### src/rtl/lcc_pkg.sv
`timescale 1ns / 1ps
// Shared widths, register codes, state types and unit interface structs for
// the load cell creep compensator. No dependencies.
package lcc_pkg;

   localparam int SAMPLE_BITS = 24;
   localparam int ERR_W       = 20;   // creep error in tenths, and quotient width
   localparam int TICK_W      = 16;
   localparam int OP_W        = (SAMPLE_BITS + 1 > ERR_W + 1) ? SAMPLE_BITS + 1 : ERR_W + 1;
   localparam int PROD_W      = OP_W + ERR_W;
   localparam int CNT_W       = $clog2(ERR_W);
   localparam int CSR_W       = (SAMPLE_BITS > ERR_W) ? SAMPLE_BITS : ERR_W;
   localparam int IDX_W       = 3;

   localparam logic [IDX_W-1:0] CSR_ENABLE     = 3'd0;
   localparam logic [IDX_W-1:0] CSR_NEG_DIR    = 3'd1;
   localparam logic [IDX_W-1:0] CSR_MAX_CREEP  = 3'd2;
   localparam logic [IDX_W-1:0] CSR_MAX_TICKS  = 3'd3;
   localparam logic [IDX_W-1:0] CSR_ZERO       = 3'd4;
   localparam logic [IDX_W-1:0] CSR_SPAN       = 3'd5;

   localparam int CORR_ROUND = 5;
   localparam int CORR_DIV   = 10;
   localparam logic [TICK_W-1:0] TICK_SAT = '1;

   // Divide by ten as a reciprocal multiply: 2**CORR_SHIFT / 10 rounded up,
   // exact for numerators below 2**22.
   localparam int CORR_SHIFT = 24;
   localparam int CORR_NUM_W = ERR_W + 1;
   localparam logic [CORR_NUM_W-1:0] CORR_RECIP = CORR_NUM_W'(1677722);

   typedef enum logic [1:0] {
      MD_IDLE,
      MD_MUL,
      MD_DIV
   } md_state_type;

   typedef enum logic [3:0] {
      SQ_IDLE,
      SQ_LIM,
      SQ_LIM_W,
      SQ_SHIFT,
      SQ_SHIFT_W,
      SQ_NEXT,
      SQ_NEXT_W,
      SQ_CORR,
      SQ_FIN
   } sq_state_type;

   // Command to the shared unit: quotient = (a * b) / d, quotient below 2**ERR_W.
   typedef struct packed {
      logic              start;
      logic [OP_W-1:0]   a;
      logic [ERR_W-1:0]  b;
      logic [OP_W-1:0]   d;
   } md_cmd_type;

   typedef struct packed {
      logic              done;
      logic [ERR_W-1:0]  quot;
   } md_rsp_type;

endpackage

### src/rtl/load_cell_creep_compensator_unit.sv
`timescale 1ns / 1ps
// Load cell creep compensator top level: register file, sequencer and the
// shared multiply-divide unit. Depends on lcc_pkg and lcc_muldiv.
//
// A passed-through request (compensation off) goes straight to the output
// register; an unstable request first takes the rounded correction, and a
// stable one also makes up to three passes through the shared multiply-divide
// unit (issue, multiply, 20 division steps, hand-back).
// Throughput: one request at a time; req_stall is high until the response is
// loaded into the output register. Reset (synchronous) clears the timer, the
// creep error and the stable history and returns the registers to defaults.
module load_cell_creep_compensator_unit (
   input  logic                               clock,
   input  logic                               reset,
   // request channel
   input  logic                               req_valid,
   output logic                               req_stall,
   input  logic signed [lcc_pkg::SAMPLE_BITS-1:0] req_sample,
   input  logic                               req_is_stable,
   // response channel
   output logic                               rsp_valid,
   input  logic                               rsp_stall,
   output logic signed [lcc_pkg::SAMPLE_BITS:0]   rsp_corrected,
   // configuration write channel
   input  logic                               csr_valid,
   output logic                               csr_ready,
   input  logic [lcc_pkg::IDX_W-1:0]          csr_index,
   input  logic [lcc_pkg::CSR_W-1:0]          csr_data
);

   localparam int SB = lcc_pkg::SAMPLE_BITS;

   // configuration registers
   logic                          enable_ff;
   logic                          neg_dir_ff;
   logic [lcc_pkg::ERR_W-1:0]     max_creep_ff;
   logic [lcc_pkg::TICK_W-1:0]    max_ticks_ff;
   logic signed [SB-1:0]          zero_ff;
   logic signed [SB-1:0]          span_ff;

   // creep state
   logic [lcc_pkg::TICK_W-1:0]    tick_ff, tick_in;
   logic [lcc_pkg::ERR_W-1:0]     err_ff, err_in;
   logic                          was_stable_ff, was_stable_in;

   // per-request working registers
   lcc_pkg::sq_state_type         state_ff, state_in;
   logic signed [SB-1:0]          sample_ff, sample_in;
   logic                          stable_ff, stable_in;
   logic [lcc_pkg::ERR_W-1:0]     lim_ff, lim_in;
   logic [lcc_pkg::ERR_W-1:0]     corr_ff, corr_in;
   logic                          rsp_valid_ff, rsp_valid_in;
   logic signed [SB:0]            rsp_corrected_ff, rsp_corrected_in;

   lcc_pkg::md_cmd_type           md_cmd;
   lcc_pkg::md_rsp_type           md_rsp;

   logic [lcc_pkg::TICK_W-1:0]    mt;
   logic [lcc_pkg::TICK_W-1:0]    tick_inc;
   logic signed [SB:0]            s_ext, z_ext, span_ext, den;
   logic [SB:0]                   diff;
   logic                          above_span, below_zero, den_pos;
   logic                          out_free;
   lcc_pkg::sq_state_type         after_lim;
   logic [lcc_pkg::CORR_NUM_W-1:0]   corr_num;
   logic [2*lcc_pkg::CORR_NUM_W-1:0] corr_prod;
   logic [lcc_pkg::ERR_W-1:0]        corr_quot;

   lcc_muldiv u_muldiv (
      .clock (clock),
      .reset (reset),
      .cmd   (md_cmd),
      .rsp   (md_rsp)
   );

   // configuration writes; the user must issue them only while idle, the block does not enforce this
   assign csr_ready = 1'b1;

   always_ff @(posedge clock) begin
      if (reset) begin
         enable_ff    <= 1'b0;
         neg_dir_ff   <= 1'b0;
         max_creep_ff <= '0;
         max_ticks_ff <= lcc_pkg::TICK_W'(1);
         zero_ff      <= '0;
         span_ff      <= SB'(1);
      end else if (csr_valid && csr_ready) begin
         case (csr_index)
            lcc_pkg::CSR_ENABLE:    enable_ff    <= csr_data[0];
            lcc_pkg::CSR_NEG_DIR:   neg_dir_ff   <= csr_data[0];
            lcc_pkg::CSR_MAX_CREEP: max_creep_ff <= csr_data[lcc_pkg::ERR_W-1:0];
            lcc_pkg::CSR_MAX_TICKS: max_ticks_ff <= csr_data[lcc_pkg::TICK_W-1:0];
            lcc_pkg::CSR_ZERO:      zero_ff      <= csr_data[SB-1:0];
            lcc_pkg::CSR_SPAN:      span_ff      <= csr_data[SB-1:0];
            default: ;  // drop writes to unused indexes
         endcase
      end
   end

   // control and creep state
   always_ff @(posedge clock) begin
      if (reset) begin
         state_ff      <= lcc_pkg::SQ_IDLE;
         rsp_valid_ff  <= 1'b0;
         tick_ff       <= '0;
         err_ff        <= '0;
         was_stable_ff <= 1'b0;
      end else begin
         state_ff      <= state_in;
         rsp_valid_ff  <= rsp_valid_in;
         tick_ff       <= tick_in;
         err_ff        <= err_in;
         was_stable_ff <= was_stable_in;
      end
   end

   // payload
   always_ff @(posedge clock) begin
      sample_ff        <= sample_in;
      stable_ff        <= stable_in;
      lim_ff           <= lim_in;
      corr_ff          <= corr_in;
      rsp_corrected_ff <= rsp_corrected_in;
   end

   // shared datapath terms
   always_comb begin
      mt         = (max_ticks_ff == '0) ? lcc_pkg::TICK_W'(1) : max_ticks_ff;
      tick_inc   = (tick_ff != lcc_pkg::TICK_SAT) ? tick_ff + 1'b1 : tick_ff;
      s_ext      = (SB+1)'(sample_ff);
      z_ext      = (SB+1)'(zero_ff);
      span_ext   = (SB+1)'(span_ff);
      diff       = s_ext - z_ext;
      den        = span_ext - z_ext;
      above_span = sample_ff > span_ff;
      below_zero = sample_ff < zero_ff;
      den_pos    = !den[SB] && (den != '0);
      out_free   = !rsp_valid_ff || !rsp_stall;
      // a stable request entering after an unstable one realigns the timer first
      after_lim  = was_stable_ff ? lcc_pkg::SQ_NEXT : lcc_pkg::SQ_SHIFT;
      // rounded correction in whole counts, (error + 5) / 10, by reciprocal
      corr_num   = lcc_pkg::CORR_NUM_W'(err_ff) + lcc_pkg::CORR_NUM_W'(lcc_pkg::CORR_ROUND);
      corr_prod  = {{lcc_pkg::CORR_NUM_W{1'b0}}, corr_num}
                   * {{lcc_pkg::CORR_NUM_W{1'b0}}, lcc_pkg::CORR_RECIP};
      corr_quot  = lcc_pkg::ERR_W'(corr_prod >> lcc_pkg::CORR_SHIFT);
   end

   // sequencer
   always_comb begin
      state_in         = state_ff;
      sample_in        = sample_ff;
      stable_in        = stable_ff;
      lim_in           = lim_ff;
      corr_in          = corr_ff;
      tick_in          = tick_ff;
      err_in           = err_ff;
      was_stable_in    = was_stable_ff;
      rsp_corrected_in = rsp_corrected_ff;
      rsp_valid_in     = rsp_valid_ff && rsp_stall;
      md_cmd.start     = 1'b0;
      md_cmd.a         = '0;
      md_cmd.b         = '0;
      md_cmd.d         = '0;

      case (state_ff)
         lcc_pkg::SQ_IDLE: begin
            if (req_valid) begin
               sample_in = req_sample;
               stable_in = req_is_stable;
               corr_in   = '0;
               if (!enable_ff) begin
                  state_in = lcc_pkg::SQ_FIN;
               end else begin
                  // advance the timer, saturate, clamp to the ramp length
                  tick_in  = (tick_inc > mt) ? mt : tick_inc;
                  state_in = req_is_stable ? lcc_pkg::SQ_LIM : lcc_pkg::SQ_CORR;
               end
            end
         end
         lcc_pkg::SQ_LIM: begin
            // error limit proportional to load between zero and span
            if (above_span) begin
               lim_in   = max_creep_ff;
               state_in = after_lim;
            end else if (below_zero || !den_pos) begin
               lim_in   = '0;
               state_in = after_lim;
            end else begin
               md_cmd.start = 1'b1;
               md_cmd.a     = lcc_pkg::OP_W'(diff);
               md_cmd.b     = max_creep_ff;
               md_cmd.d     = lcc_pkg::OP_W'(unsigned'(den));
               state_in     = lcc_pkg::SQ_LIM_W;
            end
         end
         lcc_pkg::SQ_LIM_W: begin
            if (md_rsp.done) begin
               lim_in   = md_rsp.quot;
               state_in = after_lim;
            end
         end
         lcc_pkg::SQ_SHIFT: begin
            // move the timer to the ramp point that matches the present error
            state_in = lcc_pkg::SQ_NEXT;
            if (err_ff <= lim_ff) begin
               if (lim_ff != '0) begin
                  md_cmd.start = 1'b1;
                  md_cmd.a     = lcc_pkg::OP_W'(err_ff);
                  md_cmd.b     = lcc_pkg::ERR_W'(mt);
                  md_cmd.d     = lcc_pkg::OP_W'(lim_ff);
                  state_in     = lcc_pkg::SQ_SHIFT_W;
               end
            end else if (max_creep_ff != lim_ff) begin
               if (err_ff >= max_creep_ff) begin
                  // error at or above max: ramp point clamps to zero
                  tick_in = '0;
               end else begin
                  md_cmd.start = 1'b1;
                  md_cmd.a     = lcc_pkg::OP_W'(max_creep_ff - err_ff);
                  md_cmd.b     = lcc_pkg::ERR_W'(mt);
                  md_cmd.d     = lcc_pkg::OP_W'(max_creep_ff - lim_ff);
                  state_in     = lcc_pkg::SQ_SHIFT_W;
               end
            end
         end
         lcc_pkg::SQ_SHIFT_W: begin
            if (md_rsp.done) begin
               tick_in  = md_rsp.quot[lcc_pkg::TICK_W-1:0];
               state_in = lcc_pkg::SQ_NEXT;
            end
         end
         lcc_pkg::SQ_NEXT: begin
            // move the error along the linear ramp toward the limit
            if (err_ff < lim_ff) begin
               md_cmd.start = 1'b1;
               md_cmd.a     = lcc_pkg::OP_W'(lim_ff);
               md_cmd.b     = lcc_pkg::ERR_W'(tick_ff);
               md_cmd.d     = lcc_pkg::OP_W'(mt);
               state_in     = lcc_pkg::SQ_NEXT_W;
            end else if (err_ff > lim_ff) begin
               md_cmd.start = 1'b1;
               md_cmd.a     = lcc_pkg::OP_W'(max_creep_ff - lim_ff);
               md_cmd.b     = lcc_pkg::ERR_W'(tick_ff);
               md_cmd.d     = lcc_pkg::OP_W'(mt);
               state_in     = lcc_pkg::SQ_NEXT_W;
            end else begin
               state_in = lcc_pkg::SQ_CORR;
            end
         end
         lcc_pkg::SQ_NEXT_W: begin
            // both ramps land within 0..max, so no clamp is needed
            if (md_rsp.done) begin
               if (err_ff < lim_ff) begin
                  err_in = md_rsp.quot;
               end else begin
                  err_in = max_creep_ff - md_rsp.quot;
               end
               state_in = lcc_pkg::SQ_CORR;
            end
         end
         lcc_pkg::SQ_CORR: begin
            // take the rounded correction and record the stable history
            was_stable_in = stable_ff;
            corr_in       = corr_quot;
            state_in      = lcc_pkg::SQ_FIN;
         end
         lcc_pkg::SQ_FIN: begin
            // hold until the output register is free, then load the response
            if (out_free) begin
               rsp_valid_in = 1'b1;
               if (neg_dir_ff) begin
                  rsp_corrected_in = s_ext + (SB+1)'(corr_ff);
               end else begin
                  rsp_corrected_in = s_ext - (SB+1)'(corr_ff);
               end
               state_in = lcc_pkg::SQ_IDLE;
            end
         end
         default: begin
            state_in = lcc_pkg::SQ_IDLE;
         end
      endcase
   end

   assign req_stall     = (state_ff != lcc_pkg::SQ_IDLE);
   assign rsp_valid     = rsp_valid_ff;
   assign rsp_corrected = rsp_corrected_ff;

endmodule

### src/rtl/lcc_muldiv.sv
`timescale 1ns / 1ps
// Shared multiply-then-divide unit: one registered multiply, then one
// restoring division step per cycle. Depends on lcc_pkg.
module lcc_muldiv (
   input  logic               clock,
   input  logic               reset,
   input  lcc_pkg::md_cmd_type cmd,
   output lcc_pkg::md_rsp_type rsp
);

   lcc_pkg::md_state_type state_ff, state_in;

   logic [lcc_pkg::OP_W-1:0]   a_ff, a_in;
   logic [lcc_pkg::ERR_W-1:0]  b_ff, b_in;
   logic [lcc_pkg::OP_W-1:0]   d_ff, d_in;
   logic [lcc_pkg::OP_W-1:0]   rem_ff, rem_in;
   logic [lcc_pkg::ERR_W-1:0]  dvd_ff, dvd_in;
   logic [lcc_pkg::CNT_W-1:0]  cnt_ff, cnt_in;
   logic                       done_ff, done_in;

   logic [lcc_pkg::PROD_W-1:0] prod;
   logic [lcc_pkg::OP_W:0]     trial;
   logic                       ge;

   always_ff @(posedge clock) begin
      if (reset) begin
         state_ff <= lcc_pkg::MD_IDLE;
         done_ff  <= 1'b0;
         cnt_ff   <= '0;
      end else begin
         state_ff <= state_in;
         done_ff  <= done_in;
         cnt_ff   <= cnt_in;
      end
   end

   always_ff @(posedge clock) begin
      a_ff   <= a_in;
      b_ff   <= b_in;
      d_ff   <= d_in;
      rem_ff <= rem_in;
      dvd_ff <= dvd_in;
   end

   always_comb begin
      prod  = {{lcc_pkg::ERR_W{1'b0}}, a_ff} * {{lcc_pkg::OP_W{1'b0}}, b_ff};
      trial = {rem_ff, dvd_ff[lcc_pkg::ERR_W-1]};
      ge    = trial >= {1'b0, d_ff};

      state_in = state_ff;
      a_in     = a_ff;
      b_in     = b_ff;
      d_in     = d_ff;
      rem_in   = rem_ff;
      dvd_in   = dvd_ff;
      cnt_in   = cnt_ff;
      done_in  = 1'b0;

      case (state_ff)
         lcc_pkg::MD_IDLE: begin
            if (cmd.start) begin
               a_in     = cmd.a;
               b_in     = cmd.b;
               d_in     = cmd.d;
               state_in = lcc_pkg::MD_MUL;
            end
         end
         lcc_pkg::MD_MUL: begin
            // upper part stays below the divisor since the quotient fits ERR_W bits
            rem_in   = prod[lcc_pkg::PROD_W-1:lcc_pkg::ERR_W];
            dvd_in   = prod[lcc_pkg::ERR_W-1:0];
            cnt_in   = '0;
            state_in = lcc_pkg::MD_DIV;
         end
         lcc_pkg::MD_DIV: begin
            if (ge) begin
               rem_in = lcc_pkg::OP_W'(trial - {1'b0, d_ff});
            end else begin
               rem_in = trial[lcc_pkg::OP_W-1:0];
            end
            dvd_in = {dvd_ff[lcc_pkg::ERR_W-2:0], ge};
            cnt_in = cnt_ff + 1'b1;
            if (cnt_ff == lcc_pkg::CNT_W'(lcc_pkg::ERR_W - 1)) begin
               done_in  = 1'b1;
               state_in = lcc_pkg::MD_IDLE;
            end
         end
         default: begin
            state_in = lcc_pkg::MD_IDLE;
         end
      endcase
   end

   assign rsp.done = done_ff;
   assign rsp.quot = dvd_ff;

endmodule

### config.mk
export PLATFORM = sky130hd
export DESIGN_NAME = load_cell_creep_compensator_unit
export DESIGN_NICKNAME = d
export VERILOG_FILES = /design/src/rtl/lcc_pkg.sv /design/src/rtl/load_cell_creep_compensator_unit.sv /design/src/rtl/lcc_muldiv.sv
export SDC_FILE = /design/constraint.sdc
export NUM_CORES = 2
export LEC_CHECK = 0
export ABC_AREA = 1
export BUFFER_PORTS_ARGS = -buffer_cell sky130_fd_sc_hd__buf_2
export CORE_MARGIN = 4
export CORE_UTILIZATION = 55
export CTS_CLUSTER_DIAMETER = 120
export CTS_CLUSTER_SIZE = 30
export DETAILED_ROUTE_END_ITERATION = 8
export PLACE_DENSITY = 0.68
export SYNTH_ARGS = -nofsm -noshare
export SYNTH_HDL_FRONTEND = slang
export SYNTH_SLANG_ARGS = --single-unit
### constraint.sdc
create_clock -name clock -period 10.18 [get_ports clock]
set_input_delay 2.036 -clock clock [delete_from_list [all_inputs] [get_ports clock]]
set_output_delay 2.036 -clock clock [all_outputs]
set_load 0.05 [all_outputs]
# == After elaboration in Yosys (flattened, before gate mapping) ==
# Cells that the tools add are included.
# word_totals
elab_cells,165
register_bits,341
out_inout_bits,28
# op_classes
muxes,54
multipliers,2
n_addsub,11
order_cmp,8
bitwise_logic,1
eq_ne,30
n_reduce_logical,35
# op_table
operator,count
$mux 71,8
$pmux 71 s3,1
$mux 16,9
$pmux 20 s2,3
$mux 20,5
$mux 25,2
$pmux 25 s2,1
$sub 24x24->25,2
$pmux 16 s3,1
$mul 25x20->45,1
$sub 20x20->21,2
$mul 21x20->41 const B,1
$pmux 4 s9,1
$mux 4,7
$ge 26x25->1,1
$add 24x21->25,1
$reduce_bool 25->1,1
$sub 24x21->25,1
$sub 25x25->25,1
$gt 24x24->1,1
$lt 24x24->1,1
$reduce_and 2->1,12
$add 20x3->21 const B,1
$ge 20x20->1,1
other kinds (43),76

# == Longest topological paths before layout ==
# logic_depth
depth_word,10
ltp_mapped,37
mapped_depth_nobuf,36

# == Modules after synthesis ==
# A second synthesis with hierarchy kept.
# unflattened
cells_unflattened,7040
area_unflattened_um2,51769.7
# by_module_without_submodules
module,cells_per_inst,n_inst,area_per_inst_um2
load_cell_creep_compensator_unit,3745,1,27325.0
lcc_muldiv,3295,1,24444.7

# == Least setup slack after synthesis ==
# No wires, ideal clock.
# synth_timing
kind,flip-flop to flip-flop
start,register err_ff[0] (netlist bit)
end,register corr_ff[12] (netlist bit) (data pin)
setup_ns,0.260
required_ns,9.920
synth_period_minus_slack_ns,7.054
path_stages_with_launch,34
n_path_buf,0
t_arrival_ns,6.795
slack_ns,3.126
path_cell_list,dfxtp_1 ha_1 nor2_1 nor2_1 nand3_1 nor3_1 nand3_1 nor2_2 nand4_1 nor3_1 a21oi_1 nor2_1 ha_1 fa_1 ha_1 inv_1 fa_1 inv_1 fa_1 fa_1 inv_1 fa_1 inv_1 ha_1 a21oi_1 inv_1 a31oi_1 o211ai_1 a21oi_1 o21ai_0 nand3_1 nand2_1 o21ai_0 a21oi_1
# synth_via
elab_chain_cells,3
# synth_rtl
element,line,rtl
start: declaration,load_cell_creep_compensator_unit.sv:43,"logic [lcc_pkg::ERR_W-1:0] err_ff, err_in;"
start signal: assignment,load_cell_creep_compensator_unit.sv:112,err_ff <= err_in;
$add 20x3->21,load_cell_creep_compensator_unit.sv:142,corr_num = lcc_pkg::CORR_NUM_W'(err_ff) + lcc_pkg::CORR_NUM_W'(lcc_pkg::CORR_ROUND);
$mul 21x20->41,load_cell_creep_compensator_unit.sv:144,"* {{lcc_pkg::CORR_NUM_W{1'b0}}, lcc_pkg::CORR_RECIP};"
$pmux 20 s2,load_cell_creep_compensator_unit.sv:165,case (state_ff)
end signal: assignment,load_cell_creep_compensator_unit.sv:122,corr_ff <= corr_in;
end: declaration,load_cell_creep_compensator_unit.sv:51,"logic [lcc_pkg::ERR_W-1:0] corr_ff, corr_in;"
# Every way passes these cells.
# A chain may end at the register's enable or synchronous reset.

# == Worst setup path after layout ==
# layout_timing
start,register err_ff[0] (netlist bit)
end,register corr_ff[17] (netlist bit) (data pin)
# Same word-level chain as after synthesis.

==> flow_metrics.tcl <==
set metrics [dict create \
    clock-sinks 339 \
    maxCapViolations 0 \
    rsz0062_at_grt "false" \
    die_h_um 307.8 \
    nets 7517 \
    cp_slowest_cell "xor2_1" \
    slew_viol_final 0 \
    drt-initial-drc-count 4019 \
    synthDominantCellAreaShare_pct 22.60 \
    critPathLaunchType "register" \
    fp.dieW_um 307.8 \
    initial_core_util_pct 55.68 \
    wl_um 155700 \
    fin_cells 7491 \
    cts_resized 0 \
    vias_per_cell 5.691 \
    yosys.area.top_type "fa_1" \
    dieArea_um2 94750 \
    syn_to_final_growth_pct 4.371 \
    antenna_found_initial 9 \
    critical_path_class "reg2reg" \
    path_max_fanout 8 \
    power_density_nw_per_um2 263.7 \
    fp.coreArea_um2 88780 \
    grt_overflow 0 \
    ff_latch_area_um2 8818 \
    tns_ns 0 \
    cp.arrival_ns 8.64 \
    cts_buffers 17 \
    yosysMostFrequentCell "inv_1" \
    status "completed" \
    ys_async_sr_fraction_pct 0 \
    synth.top_cells.by_count "inv_1 (1,359), nand2_1 (1,217), ha_1 (587), fa_1 (558), a21oi_1 (472)" \
    netlist_area_um2 49440 \
    grt_max_degree 98 \
    synth_seq_cells 339 \
    syn-instance-count 6355 \
    wire_per_inst_um 20.79 \
    fmax_mhz 121.6 \
    synth_warnings 0 \
    drcViolationCount 0 \
    hold_path.class "reg2reg" \
    slew_headroom_pct 27.06 \
    synth_area_leaders "fa_1 (23%), ha_1 (15%), edfxtp_1 (12%)" \
    dp_hpwl_um 128300 \
    io_buffers 83 \
    vdd_drop_max_uv 390.7 \
    insertion_delay_ns 0.58 \
    synth_edf_count 203 \
    grt_pass1_vias 43120 \
    ys_types 63 \
    gp_congestion 1.039 \
    num_vias 42630 \
    clk_pin_slew_ns 0.11 \
    finalCritPeriodShare_pct 80.78 \
    dp.cells 7461 \
    htreeDepth 1 \
    grt_pass1_wl_um 245500 \
    row_count 109 \
    ys_seq_area_share_pct 17.84 \
    crit_path_end_kind "register" \
    root_buffer "clkbuf_16" \
    cts_tree "built" \
    p_leak_nw 27.37 \
    cts_hold_buf 0 \
    cp_common_cell "inv_1" \
    antenna_left 0 \
    setup_violations 0 \
    fin_skew_ns 0.03284 \
    required_ns 10.60 \
    fill_cells 8389 \
    yosys_most_used_dff "edfxtp_1" \
    final.min_clock_period_ns 8.224 \
    slowest_delay_ns 0.56 \
    avgSynthCellArea_um2 7.779 \
    dr.pass1.iters 6 \
    hold_viol 0 \
    grt_usage_pct 33.31 \
    synthesis.nets 7557 \
    multi_input_area_um2 34680 \
    drive_gt1_share_pct 3.968 \
    io-pin-count 85 \
    cts_buffer_depth 3 \
    post_cts_buffers 0 \
    worstMarginPinSlew_ns 1.087 \
]
-- registers in the layout (all words and copies together) (netlist names), 5 cells and up --
signal           cells
u_muldiv.dvd_ff     20
zero_ff             24
max_ticks_ff        16
u_muldiv.b_ff       20
max_creep_ff        20
rsp_corrected       25
lim_ff              20
u_muldiv.d_ff       25
tick_ff             16
sample_ff           24
u_muldiv.a_ff       25
corr_ff             18
u_muldiv.cnt_ff      5
u_muldiv.rem_ff     25
span_ff             24
err_ff              20
-- per-stage QoR --
step                      cell area [um2]  hold slack, ns  total power, W  setup slack, ns  utilization (%)
final                               51600          0.4981         0.01361            1.956            58.12
after global routing                51600          0.5209         0.01473            1.246            58.12
after CTS                           51600          0.4961         0.01345            2.011            58.12
after detailed placement            51010          0.4795         0.01252            2.045            57.45
after global placement              51010          0.4743         0.01243            2.197            57.45
after floorplan                     49440          0.4529        0.009149            3.126                -
-- per-layer routing --
layer	share of wire, %	global-route usage [%]	wire length [um]
met1	41	44.22	64120
met2	47	55.82	72510
met3	7.4	4.133	11550
met4	4.8	13.11	7540
met5	0.017	0	27
-- critical path, delay by kind of cell, from the launching register on --
family,cells,cell delay (ns)
compound gates,4,0.81
xor+xnor,1,0.56
fa+ha+maj,8,3.56
buf+inv,6,0.53
flops,1,0.47
simple gates,12,2.14
-- area by class of cell --
cell class,instances,area share (%)
Multi-Input combinational cell,4440,67.22
Tap cell,1165,2.825
Inverter,1368,9.954
Sequential cell,339,17.09
Clock buffer,22,0.9020
Clock inverter,7,0.2401
Timing Repair Buffer,149,1.765
Antenna cell,1,0.004850
-- where the power goes --
group          leakage [nW]  switching, W  internal, W
logic                  24.1       0.00710      0.00336
clock network         0.283      0.000527     0.000374
registers              3.00      0.000187      0.00205
total                  27.4       0.00782      0.00579
-- cells by family after synthesis --
logic type / synth area share, %
AOI/OAI and AO/OA: 13.27
buffers and inverters: 12.05
DFF: 17.84
and+or+nand+nor: 16.37
other: 0.007585
xor gates and xnor gates: 3.012
adders and majority gates: 37.45
-- worst paths after layout --
path	cells after the start	slack, ns	to	from
hold reg to reg	2	0.50	span_ff[12]	span_ff[12]
setup reg to reg	31	1.96	corr_ff[17]	err_ff[0]
hold / removal	2	0.50	span_ff[12]	span_ff[12]
setup / recovery	31	1.96	corr_ff[17]	err_ff[0]
-- placed cells by master (no fill, tap or decap), types with 8 or more instances in the layout --
cell	instances
o2111ai_1	9
dfxtp_1	136
o21a_1	22
o22ai_1	21
o21ai_0	400
nand3b_1	14
o221ai_2	17
buf_2	83
inv_1	1358
a21o_1	19
fa_1	558
nand4_1	61
edfxtp_1	203
ha_1	586
clkbuf_16	18
nand3_1	173
a31oi_1	46
buf_4	66
a21boi_0	8
nor2_1	372
a21oi_1	471
o21bai_1	20
nor3_1	67
nand2_1	1217
nor4_1	21
o221ai_1	26
xnor2_1	57
o21ai_1	21
o211ai_1	33
or2_2	25
xor2_1	113
No activity file was read; power rests on OpenSTA's default activity.
